**config.mk**
```make
export PLATFORM = sky130hd
export DESIGN_NAME = ratio_clock_generator_top
export DESIGN_NICKNAME = d
export VERILOG_FILES = /design/src/hdl/ratclk_pkg.sv /design/src/hdl/ratclk_cfg_fifo.sv /design/src/hdl/ratclk_div.sv /design/src/hdl/ratio_clock_generator_top.sv
export SDC_FILE = /design/constraint.sdc
export NUM_CORES = 2
export LEC_CHECK = 0
export BUFFER_PORTS_ARGS = -buffer_cell sky130_fd_sc_hd__buf_2
export CAP_MARGIN = 20
export CORE_MARGIN = 1
export CORE_UTILIZATION = 30
export DETAILED_ROUTE_END_ITERATION = 8
export SLEW_MARGIN = 30
export SYNTH_ARGS = -nofsm -noshare
export SYNTH_HDL_FRONTEND = slang
export SYNTH_SLANG_ARGS = --single-unit
```
**constraint.sdc**
```tcl
create_clock -name i_clk -period 9.4 [get_ports i_clk]
set_input_delay 1.41 -clock i_clk [delete_from_list [all_inputs] [get_ports i_clk]]
set_output_delay 1.41 -clock i_clk [all_outputs]
set_load 0.01 [all_outputs]
```
**src/hdl/ratclk_pkg.sv**
```systemverilog
// Shared types, constants and helper functions of the ratio clock generator.
package ratclk_pkg;

    localparam int FRAC_BITS     = 8;
    localparam int MAX_DURATION  = 8;
    localparam int MAX_SYNC_MULT = 48;

    localparam int PERIOD_W   = 28;
    localparam int DUR_W      = 4;
    localparam int MULT_W     = 6;
    localparam int GUARD_W    = 10;
    localparam int MASK_W     = 4;
    localparam int CFG_IDX_W  = 3;
    localparam int CFG_DATA_W = 28;
    localparam int PHASE_W    = 32;
    localparam int PL_W       = 9;
    localparam int PROD_W     = PHASE_W + PERIOD_W;
    localparam int NUM_CLK    = 3;

    localparam int IN_W       = 4;
    localparam int OUT_W      = 6;
    localparam int TDATA_W    = 8;

    localparam int CFG_FIFO_AW    = 4;
    localparam int CFG_FIFO_DEPTH = 2 ** CFG_FIFO_AW;

    localparam logic [PHASE_W-1:0]  ONE_TICK   = PHASE_W'(1) << FRAC_BITS;
    localparam logic [PERIOD_W-1:0] MIN_PERIOD = PERIOD_W'(1) << FRAC_BITS;

    // reset values of the configuration registers
    localparam logic [PERIOD_W-1:0] RST_MASTER_PERIOD = 28'd6144000;
    localparam logic [DUR_W-1:0]    RST_MAIN_DUR      = 4'd1;
    localparam logic [DUR_W-1:0]    RST_TWIN_DUR      = 4'd1;
    localparam logic [MULT_W-1:0]   RST_SYNC_MULT     = 6'd48;
    localparam logic [GUARD_W-1:0]  RST_GUARD         = 10'd24;
    localparam logic                RST_IDLE_HIGH     = 1'b1;
    localparam logic [MASK_W-1:0]   RST_SS_MASK       = 4'd0;
    localparam logic                RST_MOMENTARY     = 1'b1;

    // start/stop mask bit positions
    localparam int MASK_STOP_RST    = 0;
    localparam int MASK_START_RST   = 1;
    localparam int MASK_STOP_PULSE  = 2;
    localparam int MASK_START_PULSE = 3;

    // input beat bit positions
    localparam int IN_RESET_EDGE = 0;
    localparam int IN_RUN_BUTTON = 1;
    localparam int IN_RUN_RISE   = 2;
    localparam int IN_RUN_FALL   = 3;

    typedef enum logic [CFG_IDX_W-1:0] {
        REG_MASTER_PERIOD = 3'd0,
        REG_MAIN_DUR      = 3'd1,
        REG_TWIN_DUR      = 3'd2,
        REG_SYNC_MULT     = 3'd3,
        REG_GUARD         = 3'd4,
        REG_IDLE_HIGH     = 3'd5,
        REG_SS_MASK       = 3'd6,
        REG_MOMENTARY     = 3'd7
    } t_reg_idx;

    typedef struct packed {
        logic [CFG_IDX_W-1:0]  index;
        logic [CFG_DATA_W-1:0] value;
    } t_cfg_entry;

    function automatic logic [PERIOD_W-1:0] eff_period(input logic [PERIOD_W-1:0] v);
        return (v < MIN_PERIOD) ? MIN_PERIOD : v;
    endfunction

    function automatic logic [DUR_W-1:0] sat_dur(input logic [DUR_W-1:0] v);
        return (v == '0) ? DUR_W'(1) :
               (v > DUR_W'(MAX_DURATION)) ? DUR_W'(MAX_DURATION) : v;
    endfunction

    function automatic logic [MULT_W-1:0] sat_mult(input logic [MULT_W-1:0] v);
        return (v == '0) ? MULT_W'(1) :
               (v > MULT_W'(MAX_SYNC_MULT)) ? MULT_W'(MAX_SYNC_MULT) : v;
    endfunction

endpackage

```
**src/hdl/ratclk_cfg_fifo.sv**
```systemverilog
// Queue of configuration writes, applied in order by the sequencer.
module ratclk_cfg_fifo (
    input  logic                   i_clk,
    input  logic                   i_rst_n,
    input  logic                   i_we,
    input  ratclk_pkg::t_cfg_entry i_entry,
    input  logic                   i_pop,
    output logic                   o_empty,
    output ratclk_pkg::t_cfg_entry o_head
);
    import ratclk_pkg::*;

    t_cfg_entry             r_mem [CFG_FIFO_DEPTH];
    logic [CFG_FIFO_AW:0]   r_wr_ptr;
    logic [CFG_FIFO_AW:0]   r_rd_ptr;
    logic                   full;

    assign o_empty = (r_wr_ptr == r_rd_ptr);
    assign full    = (r_wr_ptr[CFG_FIFO_AW] != r_rd_ptr[CFG_FIFO_AW]) &&
                     (r_wr_ptr[CFG_FIFO_AW-1:0] == r_rd_ptr[CFG_FIFO_AW-1:0]);
    assign o_head  = r_mem[r_rd_ptr[CFG_FIFO_AW-1:0]];

    always_ff @(posedge i_clk) begin
        if (i_we && !full) begin
            r_mem[r_wr_ptr[CFG_FIFO_AW-1:0]] <= i_entry;
        end
    end

    always_ff @(posedge i_clk) begin
        if (!i_rst_n) begin
            r_wr_ptr <= '0;
            r_rd_ptr <= '0;
        end else begin
            if (i_we && !full) begin
                r_wr_ptr <= r_wr_ptr + 1'b1;
            end
            if (i_pop && !o_empty) begin
                r_rd_ptr <= r_rd_ptr + 1'b1;
            end
        end
    end

endmodule

```
**src/hdl/ratclk_div.sv**
```systemverilog
// Shared restoring divider, one quotient bit per cycle.
module ratclk_div (
    input  logic                              i_clk,
    input  logic                              i_rst_n,
    input  logic                              i_start,
    input  logic [ratclk_pkg::PROD_W-1:0]     i_dividend,
    input  logic [ratclk_pkg::PERIOD_W-1:0]   i_divisor,
    output logic                              o_done,
    output logic [ratclk_pkg::PHASE_W-1:0]    o_quotient
);
    import ratclk_pkg::*;

    localparam int CNT_W = $clog2(PHASE_W + 1);

    logic [PERIOD_W:0]   r_rem;
    logic [PERIOD_W-1:0] r_div;
    logic [PHASE_W-1:0]  r_quo;
    logic [CNT_W-1:0]    r_cnt;
    logic                r_done;

    logic [PERIOD_W:0]   trial;
    logic                fits;

    assign trial      = {r_rem[PERIOD_W-1:0], r_quo[PHASE_W-1]};
    assign fits       = (trial >= {1'b0, r_div});
    assign o_done     = r_done;
    assign o_quotient = r_quo;

    always_ff @(posedge i_clk) begin
        if (i_start) begin
            // upper part stays below the divisor, so the quotient fits PHASE_W bits
            r_rem <= {1'b0, i_dividend[PROD_W-1:PHASE_W]};
            r_quo <= i_dividend[PHASE_W-1:0];
            r_div <= i_divisor;
        end else if (r_cnt != '0) begin
            r_rem <= fits ? (trial - {1'b0, r_div}) : trial;
            r_quo <= {r_quo[PHASE_W-2:0], fits};
        end
    end

    always_ff @(posedge i_clk) begin
        if (!i_rst_n) begin
            r_cnt  <= '0;
            r_done <= 1'b0;
        end else begin
            r_done <= 1'b0;
            if (i_start) begin
                r_cnt <= CNT_W'(PHASE_W);
            end else if (r_cnt != '0) begin
                r_cnt <= r_cnt - 1'b1;
                if (r_cnt == CNT_W'(1)) begin
                    r_done <= 1'b1;
                end
            end
        end
    end

    a_start_idle: assert property (@(posedge i_clk) disable iff (!i_rst_n)
        i_start |-> (r_cnt == '0))
        else $error("divider started while busy");

    a_done_pulse: assert property (@(posedge i_clk) disable iff (!i_rst_n)
        o_done |=> !o_done)
        else $error("divider done held longer than one cycle");

endmodule

```
**src/hdl/ratio_clock_generator_top.sv**
```systemverilog
// Ratio clock generator: run control, three phase accumulators and sequencer.
//
//  channel  | direction | signals                       | beat contents (low bit up)
//  ---------+-----------+-------------------------------+--------------------------------
//  s_axis   | in        | s_axis_tvalid/tready/tdata[7:0] | reset_edge, run_button_edge,
//           |           |                               | run_in_rise, run_in_fall, pad
//  m_axis   | out       | m_axis_tvalid/tready/tdata[7:0] | twin_one_level, twin_two_level,
//           |           |                               | sync_level, reset_event,
//           |           |                               | run_event, is_running, pad
//  cfg      | in        | i_cfg_we, i_cfg_addr, i_cfg_wdata | register write, no read-back
//
// Each twin or sync restart in a running tick goes through the shared 32-step
// divider; a stopped tick goes straight to the output step. A master_period write
// that changes the period rescales up to six values (the three lengths and the
// phases of active clocks) through the same divider before the next beat is taken.
// Config writes queue in a 16-entry FIFO, one applied per cycle while idle.
// Reset is synchronous and needs no clearing pass; a result waiting on m_axis
// stalls only the last step of the following beat.
module ratio_clock_generator_top (
    input  logic                                  i_clk,
    input  logic                                  i_rst_n,
    input  logic                                  s_axis_tvalid,
    output logic                                  s_axis_tready,
    // reset_edge, run_button_edge, run_in_rise, run_in_fall, zero pad
    input  logic [ratclk_pkg::TDATA_W-1:0]        s_axis_tdata,
    output logic                                  m_axis_tvalid,
    input  logic                                  m_axis_tready,
    // twin_one_level, twin_two_level, sync_level, reset_event, run_event,
    // is_running, zero pad
    output logic [ratclk_pkg::TDATA_W-1:0]        m_axis_tdata,
    input  logic                                  i_cfg_we,
    input  logic [ratclk_pkg::CFG_IDX_W-1:0]      i_cfg_addr,
    input  logic [ratclk_pkg::CFG_DATA_W-1:0]     i_cfg_wdata
);
    import ratclk_pkg::*;

    typedef enum logic [12:0] {
        ST_IDLE   = 13'b0000000000001,
        ST_SMUL   = 13'b0000000000010,
        ST_SDGO   = 13'b0000000000100,
        ST_SWAIT  = 13'b0000000001000,
        ST_RUN    = 13'b0000000010000,
        ST_MSTART = 13'b0000000100000,
        ST_TSTART = 13'b0000001000000,
        ST_TWAIT  = 13'b0000010000000,
        ST_YSTART = 13'b0000100000000,
        ST_YWAIT  = 13'b0001000000000,
        ST_YLVL   = 13'b0010000000000,
        ST_ADV    = 13'b0100000000000,
        ST_OUT    = 13'b1000000000000
    } t_state;

    localparam logic [2:0] SCALE_LAST = 3'd5;
    localparam logic [1:0] ADV_LAST   = 2'd2;

    // ---- registers ----
    t_state               r_state,  n_state;
    logic [PERIOD_W-1:0]  r_master_period, n_master_period;
    logic [DUR_W-1:0]     r_main_dur, n_main_dur;
    logic [DUR_W-1:0]     r_twin_dur, n_twin_dur;
    logic [MULT_W-1:0]    r_sync_mult, n_sync_mult;
    logic [GUARD_W-1:0]   r_guard, n_guard;
    logic                 r_idle_high, n_idle_high;
    logic [MASK_W-1:0]    r_ss_mask, n_ss_mask;
    logic                 r_momentary, n_momentary;

    logic                 r_running, n_running;
    logic [NUM_CLK-1:0]   r_act, n_act;
    logic [PHASE_W-1:0]   r_phase [NUM_CLK];
    logic [PHASE_W-1:0]   n_phase [NUM_CLK];
    logic [PHASE_W-1:0]   r_len [NUM_CLK];
    logic [PHASE_W-1:0]   n_len [NUM_CLK];
    logic [PL_W-1:0]      r_pl [NUM_CLK];
    logic [PL_W-1:0]      n_pl [NUM_CLK];
    logic [PHASE_W-1:0]   r_carry, n_carry;
    logic [NUM_CLK-1:0]   r_held, n_held;
    logic [DUR_W-1:0]     r_lat_main, n_lat_main;
    logic [DUR_W-1:0]     r_lat_twin, n_lat_twin;
    logic                 r_pending, n_pending;
    logic                 r_reset_req, n_reset_req;
    logic                 r_run_ev, n_run_ev;
    logic [IN_W-1:0]      r_in, n_in;
    logic [1:0]           r_idx, n_idx;
    logic [2:0]           r_sidx, n_sidx;
    logic [PERIOD_W-1:0]  r_old_period, n_old_period;
    logic [PROD_W-1:0]    r_prod, n_prod;
    logic                 r_out_valid, n_out_valid;
    logic [OUT_W-1:0]     r_out_data, n_out_data;

    // ---- config queue ----
    t_cfg_entry           cfg_in;
    t_cfg_entry           cfg_head;
    logic                 cfg_empty;
    logic                 cfg_pop;

    assign cfg_in.index = i_cfg_addr;
    assign cfg_in.value = i_cfg_wdata;

    ratclk_cfg_fifo u_cfg_fifo (
        .i_clk   (i_clk),
        .i_rst_n (i_rst_n),
        .i_we    (i_cfg_we),
        .i_entry (cfg_in),
        .i_pop   (cfg_pop),
        .o_empty (cfg_empty),
        .o_head  (cfg_head)
    );

    // ---- shared divider ----
    logic                 div_start;
    logic [PROD_W-1:0]    div_dividend;
    logic [PERIOD_W-1:0]  div_divisor;
    logic                 div_done;
    logic [PHASE_W-1:0]   div_quot;

    ratclk_div u_div (
        .i_clk      (i_clk),
        .i_rst_n    (i_rst_n),
        .i_start    (div_start),
        .i_dividend (div_dividend),
        .i_divisor  (div_divisor),
        .o_done     (div_done),
        .o_quotient (div_quot)
    );

    // ---- datapath helpers ----
    logic [PERIOD_W-1:0]        eff_m;
    logic [MULT_W-1:0]          mult_eff;
    logic [PERIOD_W+DUR_W-1:0]  twin_num;
    logic [MULT_W+DUR_W-1:0]    sync_cnt;
    logic [1:0]                 sc_k;
    logic                       sc_is_len;
    logic [PHASE_W-1:0]         scale_op;
    logic [PROD_W-1:0]          scale_prod;
    logic [NUM_CLK-1:0]         lvl;

    assign eff_m      = eff_period(r_master_period);
    assign mult_eff   = sat_mult(r_sync_mult);
    assign twin_num   = eff_m * r_lat_main;
    assign sync_cnt   = mult_eff * r_lat_main;
    assign sc_k       = r_sidx[2:1];
    assign sc_is_len  = r_sidx[0];
    assign scale_op   = sc_is_len ? r_len[sc_k] : r_phase[sc_k];
    assign scale_prod = scale_op * eff_m;

    always_comb begin
        for (int k = 0; k < NUM_CLK; k++) begin
            lvl[k] = ({r_phase[k], 1'b0} < {1'b0, r_len[k]});
        end
    end

    // advance unit, shared over the master, twin and sync clocks
    logic [PHASE_W-1:0]          adv_ph;
    logic [PHASE_W-1:0]          adv_len;
    logic [PL_W-1:0]             adv_pl;
    logic [PHASE_W:0]            adv_p;
    logic [PHASE_W:0]            adv_sub;
    logic [GUARD_W+FRAC_BITS-1:0] guard_fx;
    logic                        adv_hold;
    logic                        adv_wrap;

    assign adv_ph   = r_phase[r_idx];
    assign adv_len  = r_len[r_idx];
    assign adv_pl   = r_pl[r_idx];
    assign adv_p    = {1'b0, adv_ph} + {1'b0, ONE_TICK};
    assign adv_sub  = adv_p - {1'b0, adv_len};
    assign guard_fx = {r_guard, {FRAC_BITS{1'b0}}};
    assign adv_hold = (r_idx != 2'd0) && (adv_pl == PL_W'(1)) &&
                      (({1'b0, adv_p} + (PHASE_W+2)'(guard_fx)) > {2'b0, adv_len});
    assign adv_wrap = (adv_p >= {1'b0, adv_len});

    // run control
    logic btn, rise, fall, rst_in;
    logic run1, tog2, run2, irst, rreq;

    assign rst_in = r_in[IN_RESET_EDGE];
    assign btn    = r_in[IN_RUN_BUTTON];
    assign rise   = r_in[IN_RUN_RISE];
    assign fall   = r_in[IN_RUN_FALL];
    assign run1   = r_running ^ btn;
    assign tog2   = r_momentary ? rise : ((run1 && fall) || (!run1 && rise));
    assign run2   = run1 ^ tog2;
    assign irst   = rst_in ||
        (btn  && (run1 ? r_ss_mask[MASK_START_RST] : r_ss_mask[MASK_STOP_RST])) ||
        (tog2 && (run2 ? r_ss_mask[MASK_START_RST] : r_ss_mask[MASK_STOP_RST]));
    assign rreq   = rst_in ||
        (btn  && (run1 ? r_ss_mask[MASK_START_PULSE] : r_ss_mask[MASK_STOP_PULSE])) ||
        (tog2 && (run2 ? r_ss_mask[MASK_START_PULSE] : r_ss_mask[MASK_STOP_PULSE]));

    assign s_axis_tready = (r_state == ST_IDLE) && cfg_empty;
    assign m_axis_tvalid = r_out_valid;
    assign m_axis_tdata  = TDATA_W'(r_out_data);

    // ---- sequencer ----
    logic int_rst;
    logic [DUR_W-1:0] lat_main_use;

    assign lat_main_use = r_pending ? sat_dur(r_main_dur) : r_lat_main;

    always_comb begin
        n_state         = r_state;
        n_master_period = r_master_period;
        n_main_dur      = r_main_dur;
        n_twin_dur      = r_twin_dur;
        n_sync_mult     = r_sync_mult;
        n_guard         = r_guard;
        n_idle_high     = r_idle_high;
        n_ss_mask       = r_ss_mask;
        n_momentary     = r_momentary;
        n_running       = r_running;
        n_act           = r_act;
        n_phase         = r_phase;
        n_len           = r_len;
        n_pl            = r_pl;
        n_carry         = r_carry;
        n_held          = r_held;
        n_lat_main      = r_lat_main;
        n_lat_twin      = r_lat_twin;
        n_pending       = r_pending;
        n_reset_req     = r_reset_req;
        n_run_ev        = r_run_ev;
        n_in            = r_in;
        n_idx           = r_idx;
        n_sidx          = r_sidx;
        n_old_period    = r_old_period;
        n_prod          = r_prod;
        n_out_valid     = r_out_valid && !m_axis_tready;
        n_out_data      = r_out_data;
        int_rst         = 1'b0;
        cfg_pop         = 1'b0;
        div_start       = 1'b0;
        div_dividend    = PROD_W'(eff_m);
        div_divisor     = r_old_period;

        case (r_state)
            ST_IDLE: begin
                if (!cfg_empty) begin
                    cfg_pop = 1'b1;
                    case (t_reg_idx'(cfg_head.index))
                        REG_MASTER_PERIOD: begin
                            n_master_period = cfg_head.value[PERIOD_W-1:0];
                            if (eff_period(cfg_head.value[PERIOD_W-1:0]) != eff_m) begin
                                n_old_period = eff_m;
                                n_sidx       = '0;
                                n_state      = ST_SMUL;
                            end
                        end
                        REG_MAIN_DUR: begin
                            if (cfg_head.value[DUR_W-1:0] != r_main_dur) n_pending = 1'b1;
                            n_main_dur = cfg_head.value[DUR_W-1:0];
                        end
                        REG_TWIN_DUR: begin
                            if (cfg_head.value[DUR_W-1:0] != r_twin_dur) n_pending = 1'b1;
                            n_twin_dur = cfg_head.value[DUR_W-1:0];
                        end
                        REG_SYNC_MULT: n_sync_mult = cfg_head.value[MULT_W-1:0];
                        REG_GUARD:     n_guard     = cfg_head.value[GUARD_W-1:0];
                        REG_IDLE_HIGH: begin
                            if (cfg_head.value[0] != r_idle_high) begin
                                n_idle_high = cfg_head.value[0];
                                int_rst     = 1'b1;
                            end
                        end
                        REG_SS_MASK:   n_ss_mask   = cfg_head.value[MASK_W-1:0];
                        REG_MOMENTARY: n_momentary = cfg_head.value[0];
                        default: ;
                    endcase
                end else if (s_axis_tvalid) begin
                    n_in    = s_axis_tdata[IN_W-1:0];
                    n_state = ST_RUN;
                end
            end

            // rescale phase (active clocks only) and length by new/old period
            ST_SMUL: begin
                if (!sc_is_len && !r_act[sc_k]) begin
                    n_sidx = r_sidx + 1'b1;
                end else begin
                    n_prod  = scale_prod;
                    n_state = ST_SDGO;
                end
            end

            ST_SDGO: begin
                div_start    = 1'b1;
                div_dividend = r_prod;
                div_divisor  = r_old_period;
                n_state      = ST_SWAIT;
            end

            ST_SWAIT: begin
                if (div_done) begin
                    if (sc_is_len) begin
                        n_len[sc_k] = div_quot;
                    end else begin
                        n_phase[sc_k] = div_quot;
                    end
                    if (r_sidx == SCALE_LAST) begin
                        n_state = ST_IDLE;
                    end else begin
                        n_sidx  = r_sidx + 1'b1;
                        n_state = ST_SMUL;
                    end
                end
            end

            ST_RUN: begin
                n_running   = run2;
                n_run_ev    = btn || tog2;
                n_reset_req = rreq;
                int_rst     = irst;
                n_state     = run2 ? ST_MSTART : ST_OUT;
            end

            ST_MSTART: begin
                if (!r_act[0]) begin
                    if (r_pending) begin
                        n_act[1]   = 1'b0;
                        n_act[2]   = 1'b0;
                        n_lat_main = sat_dur(r_main_dur);
                        n_lat_twin = sat_dur(r_twin_dur);
                        n_pending  = 1'b0;
                    end
                    n_len[0]   = PHASE_W'(eff_m);
                    n_pl[0]    = PL_W'(lat_main_use);
                    n_phase[0] = r_carry;
                    n_act[0]   = 1'b1;
                end
                n_state = ST_TSTART;
            end

            ST_TSTART: begin
                n_held[0] = lvl[0];
                if (r_act[1]) begin
                    n_state = ST_YSTART;
                end else begin
                    div_start    = 1'b1;
                    div_dividend = PROD_W'(twin_num);
                    div_divisor  = PERIOD_W'(r_lat_twin);
                    n_state      = ST_TWAIT;
                end
            end

            ST_TWAIT: begin
                if (div_done) begin
                    n_len[1]   = div_quot;
                    n_pl[1]    = PL_W'(r_lat_twin);
                    n_phase[1] = '0;
                    n_act[1]   = 1'b1;
                    n_state    = ST_YSTART;
                end
            end

            ST_YSTART: begin
                n_held[1] = lvl[1];
                if (r_act[2]) begin
                    n_state = ST_YLVL;
                end else begin
                    div_start    = 1'b1;
                    div_dividend = PROD_W'(eff_m);
                    div_divisor  = PERIOD_W'(mult_eff);
                    n_state      = ST_YWAIT;
                end
            end

            ST_YWAIT: begin
                if (div_done) begin
                    n_len[2]   = div_quot;
                    n_pl[2]    = PL_W'(sync_cnt);
                    n_phase[2] = '0;
                    n_act[2]   = 1'b1;
                    n_state    = ST_YLVL;
                end
            end

            ST_YLVL: begin
                n_held[2] = lvl[2];
                n_idx     = '0;
                n_state   = ST_ADV;
            end

            // master first, then twin and sync, which look at the master's new state
            ST_ADV: begin
                if (r_act[r_idx]) begin
                    if (adv_hold) begin
                        n_phase[r_idx] = adv_p[PHASE_W-1:0];
                        if (!r_act[0]) n_act[r_idx] = 1'b0;
                    end else if (adv_wrap) begin
                        n_phase[r_idx] = adv_sub[PHASE_W-1:0];
                        if (adv_pl <= PL_W'(1)) begin
                            n_pl[r_idx]  = '0;
                            n_act[r_idx] = 1'b0;
                            if (r_idx == 2'd0) n_carry = adv_sub[PHASE_W-1:0];
                        end else begin
                            n_pl[r_idx] = adv_pl - 1'b1;
                        end
                    end else begin
                        n_phase[r_idx] = adv_p[PHASE_W-1:0];
                    end
                end
                if (r_idx == ADV_LAST) begin
                    n_state = ST_OUT;
                end else begin
                    n_idx = r_idx + 1'b1;
                end
            end

            ST_OUT: begin
                if (!r_out_valid || m_axis_tready) begin
                    n_out_valid = 1'b1;
                    n_out_data  = {r_running, r_run_ev, r_reset_req, r_held};
                    n_state     = ST_IDLE;
                end
            end

            default: n_state = ST_IDLE;
        endcase

        if (int_rst) begin
            n_act      = '0;
            n_held     = {NUM_CLK{n_idle_high}};
            n_carry    = '0;
            n_lat_main = sat_dur(n_main_dur);
            n_lat_twin = sat_dur(n_twin_dur);
            n_pending  = 1'b0;
        end
    end

    // payload registers
    always_ff @(posedge i_clk) begin
        n_prod_hold: begin
            r_prod       <= n_prod;
            r_old_period <= n_old_period;
            r_in         <= n_in;
            r_out_data   <= n_out_data;
        end
    end

    always_ff @(posedge i_clk) begin
        if (!i_rst_n) begin
            r_state         <= ST_IDLE;
            r_master_period <= RST_MASTER_PERIOD;
            r_main_dur      <= RST_MAIN_DUR;
            r_twin_dur      <= RST_TWIN_DUR;
            r_sync_mult     <= RST_SYNC_MULT;
            r_guard         <= RST_GUARD;
            r_idle_high     <= RST_IDLE_HIGH;
            r_ss_mask       <= RST_SS_MASK;
            r_momentary     <= RST_MOMENTARY;
            r_running       <= 1'b1;
            r_act           <= '0;
            r_phase         <= '{default: '0};
            r_len           <= '{default: '0};
            r_pl            <= '{default: '0};
            r_carry         <= '0;
            r_held          <= {NUM_CLK{RST_IDLE_HIGH}};
            r_lat_main      <= sat_dur(RST_MAIN_DUR);
            r_lat_twin      <= sat_dur(RST_TWIN_DUR);
            r_pending       <= 1'b0;
            r_reset_req     <= 1'b0;
            r_run_ev        <= 1'b0;
            r_idx           <= '0;
            r_sidx          <= '0;
            r_out_valid     <= 1'b0;
        end else begin
            r_state         <= n_state;
            r_master_period <= n_master_period;
            r_main_dur      <= n_main_dur;
            r_twin_dur      <= n_twin_dur;
            r_sync_mult     <= n_sync_mult;
            r_guard         <= n_guard;
            r_idle_high     <= n_idle_high;
            r_ss_mask       <= n_ss_mask;
            r_momentary     <= n_momentary;
            r_running       <= n_running;
            r_act           <= n_act;
            r_phase         <= n_phase;
            r_len           <= n_len;
            r_pl            <= n_pl;
            r_carry         <= n_carry;
            r_held          <= n_held;
            r_lat_main      <= n_lat_main;
            r_lat_twin      <= n_lat_twin;
            r_pending       <= n_pending;
            r_reset_req     <= n_reset_req;
            r_run_ev        <= n_run_ev;
            r_idx           <= n_idx;
            r_sidx          <= n_sidx;
            r_out_valid     <= n_out_valid;
        end
    end

    a_one_beat: assert property (@(posedge i_clk) disable iff (!i_rst_n)
        (s_axis_tvalid && s_axis_tready) |=> !s_axis_tready)
        else $error("second beat taken while a tick is in progress");

    a_out_from_seq: assert property (@(posedge i_clk) disable iff (!i_rst_n)
        $rose(m_axis_tvalid) |-> $past(r_state == ST_OUT))
        else $error("result presented outside the output step");

    a_master_periods: assert property (@(posedge i_clk) disable iff (!i_rst_n)
        r_act[0] |-> (r_pl[0] != '0))
        else $error("active master clock with no periods left");

    a_sub_periods: assert property (@(posedge i_clk) disable iff (!i_rst_n)
        !(r_act[1] && (r_pl[1] == '0)) && !(r_act[2] && (r_pl[2] == '0)))
        else $error("active sub clock with no periods left");

    a_lat_range: assert property (@(posedge i_clk) disable iff (!i_rst_n)
        (r_lat_main != '0) && (r_lat_twin != '0) &&
        (r_lat_main <= DUR_W'(MAX_DURATION)) && (r_lat_twin <= DUR_W'(MAX_DURATION)))
        else $error("latched duration out of range");

endmodule
```
==> summary.md <==
| Metric | Value |
|---|---|
| Chip height | 538.1 um |
| Remaining antenna violation count after routing | 0 |
| Post-Syn Area | 0.08623 mm^2 |
| Final non-filler cell total | 12500 |
| Worst Tran Pin Value | 1.079 ns |
| Commonest non-fill, non-tap cell in the layout | inv_1 |
| Period minus WS final | 9.072 ns |
| Dpl cells | between 10000 and 15000 |
| DR vias | 65557 |
| Yosys reg bits | approximately 1000 |
| Crit Reg-Reg Startpoint | r_sidx[1] |
| Post-synth EDFFs | 682 |
| Required @ worst endpoint | 9.89 ns |
| Fin. Hold Viols | 0 |
| Met3 Usage GRT | 3.674% |
| Number of DRC markers in iteration 0 | between 6000 and 7000 |
| Static leakage | between 40 and 50 nW |
| Mean Syn Cell Area | 9.968 um^2 |
| Initial antenna violation count | 16 |
| CTS tree | yes |
| Largest net degree at the start of global routing | 106 |
| Maximum vdd ir drop | 0.2015 mV |
| Placed Area | 0.09237 mm^2 |
| DRC | 0 |
| Core area | 0.2855 mm^2 |
| Final instance area | 0.09644 mm^2 |
| Unique masters post-synth | 101 |
| Post-CTS Hold Fix Bufs | 0 |
| GR Layer Usage met2 | 30.09% |
| Die width | roughly 540 um |
| Met1 Use GR | ~26% |
| Pwr dens | 144.6 mW/mm^2 |
| Worst-Skew Late Latency | 0.79 ns |
| CP dominant cell by count | fa_1 |
| GPL Wtd Cong | 0.9489 |
| Layout Skew | 0.07931 ns |
| Initial Util | 30.21% |
| GRT overflow | 0 |
| Final Slew Violations | 0 |
| Status | completed |
| Critical Path AT | 9.56 ns |
| Post-DP HPWL | 202300 um |
| Achievable frequency | approximately 110 MHz |
| Sequential area share after synthesis | 32.27% |
| CTS Root Cell | clkbuf_16 |
| Clock-pin slew on the worst setup and hold paths | 0.06 ns |
| WL/cell | 22.28 um |
| Startpoint types | flop |
| Synthesis-to-finish area growth | 11.84% |
| I/O pin count | 54 |
| Worst setup path class | flop to flop |
| Drt via density | 5.245 |
| Filler cells | 28704 |
| Initial DRT Pass Iterations | 7 |
| Drt total wl | 278600 um |
| CTS max path bufs | 3 |
| Max H-tree Level | 3 |
| Total track usage | 19.13% |
| Cts bufs inserted | 111 |
| Final worst-path cycle share | a little over nine tenths |
| Die Area | 0.2896 mm^2 |
| Slowest-stage cell, CP | fa_1 |
| Ratio of cells with drive above 1 in the final layout | 9.876% |
| Port buffer count | 47 |
| Worst Path Max Fanout | 22 |
| Layer with the highest usage | met2 |
| Maxcap violations | 0 |
| Mapped Cells | between 8000 and 9000 |
| Vias in the first global route | 67316 |
| Kind of end point of the critical path | flop |
| Worst hold path type | flop to flop |
| Clock sink count | 1049 |
| Final setup fails | 0 |
| Most frequent cells in the layout | 1151 x inv_1, 986 x nand2_1, 841 x fa_1 |
| CP startpoint | r_sidx[1] |
| Main flop type after synthesis | edfxtp_1 |
| First-pass GRT wire length | roughly 420000 um |
| Fin nets | 9985 |
| Hold Startpoint | r_pl[12] |
| Max stage delay on crit path | 0.65 ns |
| Worst slew margin | 27.56% |
| Rows | 196 |
| FFs w/ async S/R, synth | 0% |
| Ys Warns | 0 |
| Unrepaired setup endpoints after global routing | false |
synthesized netlist by cell type, types with 11 or more instances:
library cell | number | area share, %
xnor2_1 | 147 | 1.5
a22oi_1 | 27 | 0.24
mux4_2 | 153 | 4.0
o221ai_1 | 14 | 0.14
nor3_1 | 58 | 0.34
o21bai_1 | 15 | 0.13
fa_1 | 841 | 20
o21a_1 | 50 | 0.44
ha_1 | 464 | 6.7
inv_1 | 1159 | 5.0
o211ai_1 | 33 | 0.29
a21oi_1 | 504 | 2.9
a21o_1 | 123 | 1.1
buf_1 | 40 | 0.17
o211a_1 | 13 | 0.15
a211oi_1 | 55 | 0.48
clkbuf_1 | 401 | 1.7
a31oi_1 | 19 | 0.14
dfxtp_1 | 367 | 8.5
buf_2 | 31 | 0.18
and2_1 | 536 | 3.9
nor3b_1 | 15 | 0.13
buf_4 | 11 | 0.096
o2bb2ai_1 | 30 | 0.30
o21ai_0 | 248 | 1.4
edfxtp_1 | 682 | 24
and3_1 | 42 | 0.30
o21ai_1 | 100 | 0.58
mux2i_1 | 291 | 3.4
nand3_1 | 127 | 0.74
nor2_1 | 514 | 2.2
mux2_2 | 16 | 0.21
nand2_1 | 990 | 4.3
or3_1 | 18 | 0.13
a22o_1 | 38 | 0.39
nor4_1 | 27 | 0.20
nand4_1 | 58 | 0.42
nand2b_1 | 50 | 0.36
xor2_1 | 63 | 0.64
nor2b_1 | 45 | 0.33
a221oi_1 | 31 | 0.31
critical path: cells and delay by family, from the launching register on:
kind,cells,cell delay (ns)
AO/OA/AOI/OAI,11,2.51
XOR/XNOR,1,0.12
adder cells (fa/ha/maj),8,3.89
buffers and inverters,8,1.26
flip-flops,1,0.45
multiplexers,1,0.23
AND/OR/NAND/NOR,3,0.29
final timing paths:
kind	endpoint	slack, ns	cells after the start
worst max-delay path	r_prod[53]	0.33	32
worst min register to register	r_pl[12]	0.46	2
worst min-delay path	r_pl[12]	0.46	2
worst max register to register	r_prod[53]	0.33	32
registers in the layout (all words and copies together), names as in the netlist, 32 cells and up, named ones only:
| name | cells |
|---|---|
| r_prod | 60 |
| r_phase | 96 |
| r_carry | 32 |
| u_div.o_quotient | 32 |
| r_len | 96 |
| u_cfg_fifo.r_mem | 496 |
layout make-up:
class                      instances  area (um^2)  area share (%)
multi-input combinational       5952        52590           54.53
sequential                      1049        27880           28.91
tap                             3762         4707           4.881
inverter                        1164         4389           4.551
timing repair buffer             358         3088           3.202
clock buffer                     145         3068           3.181
clock inverter                    60        690.7          0.7162
antenna                           10        25.02         0.02595
through the flow:
stage                     setup slack, ns  TNS [ns]  power [mW]  utilization (%)  hold slack, ns
after global placement            -0.1266   -0.3287       9.348            32.35          0.4469
after CTS                        0.003087         0       13.97            33.68          0.4669
after global routing             0.001209         0       14.53            33.78          0.4909
after detailed placement         -0.08823   -0.2097       9.438            32.36          0.4589
final                              0.3276         0       13.95            33.78          0.4639
after floorplan                   0.05312         0       8.177                -          0.4030
cells by family after synthesis:
kind of cell | Yosys count | synth area share, %
DFF | 1049 | 32.27
adders and majority gates | 1305 | 26.26
buffers and inverters | 1651 | 7.319
and+or+nand+nor | 2540 | 13.97
AOI/OAI and AO/OA | 1433 | 10.44
other | 1 | 0.004349
muxes | 462 | 7.609
xor gates and xnor gates | 210 | 2.133
layer usage:
metal | part of all wire [%] | vias up
met2 | 45 | 2896
met5 | 0.028 | -
met4 | 4.3 | 12
met3 | 8.5 | 570
li1 | - | 28955
met1 | 42 | 33124
repair_timing:
item,CTS,global route
resized for setup,2,26
buffers inserted,0,7
endpoints found under the setup margin,4,12
pin swaps,0,1
endpoints found under the hold margin,0,0
power breakdown:
part | total [mW] | internal [mW] | switching (mW) | leakage, nW
Combinational | 3.68 | 1.49 | 2.19 | 29.4
Sequential | 5.72 | 5.30 | 0.417 | 9.30
Clock | 4.55 | 2.56 | 1.98 | 1.83
Total | 13.9 | 9.36 | 4.59 | 40.5
Note: power is estimated with default switching activity, not from simulation.
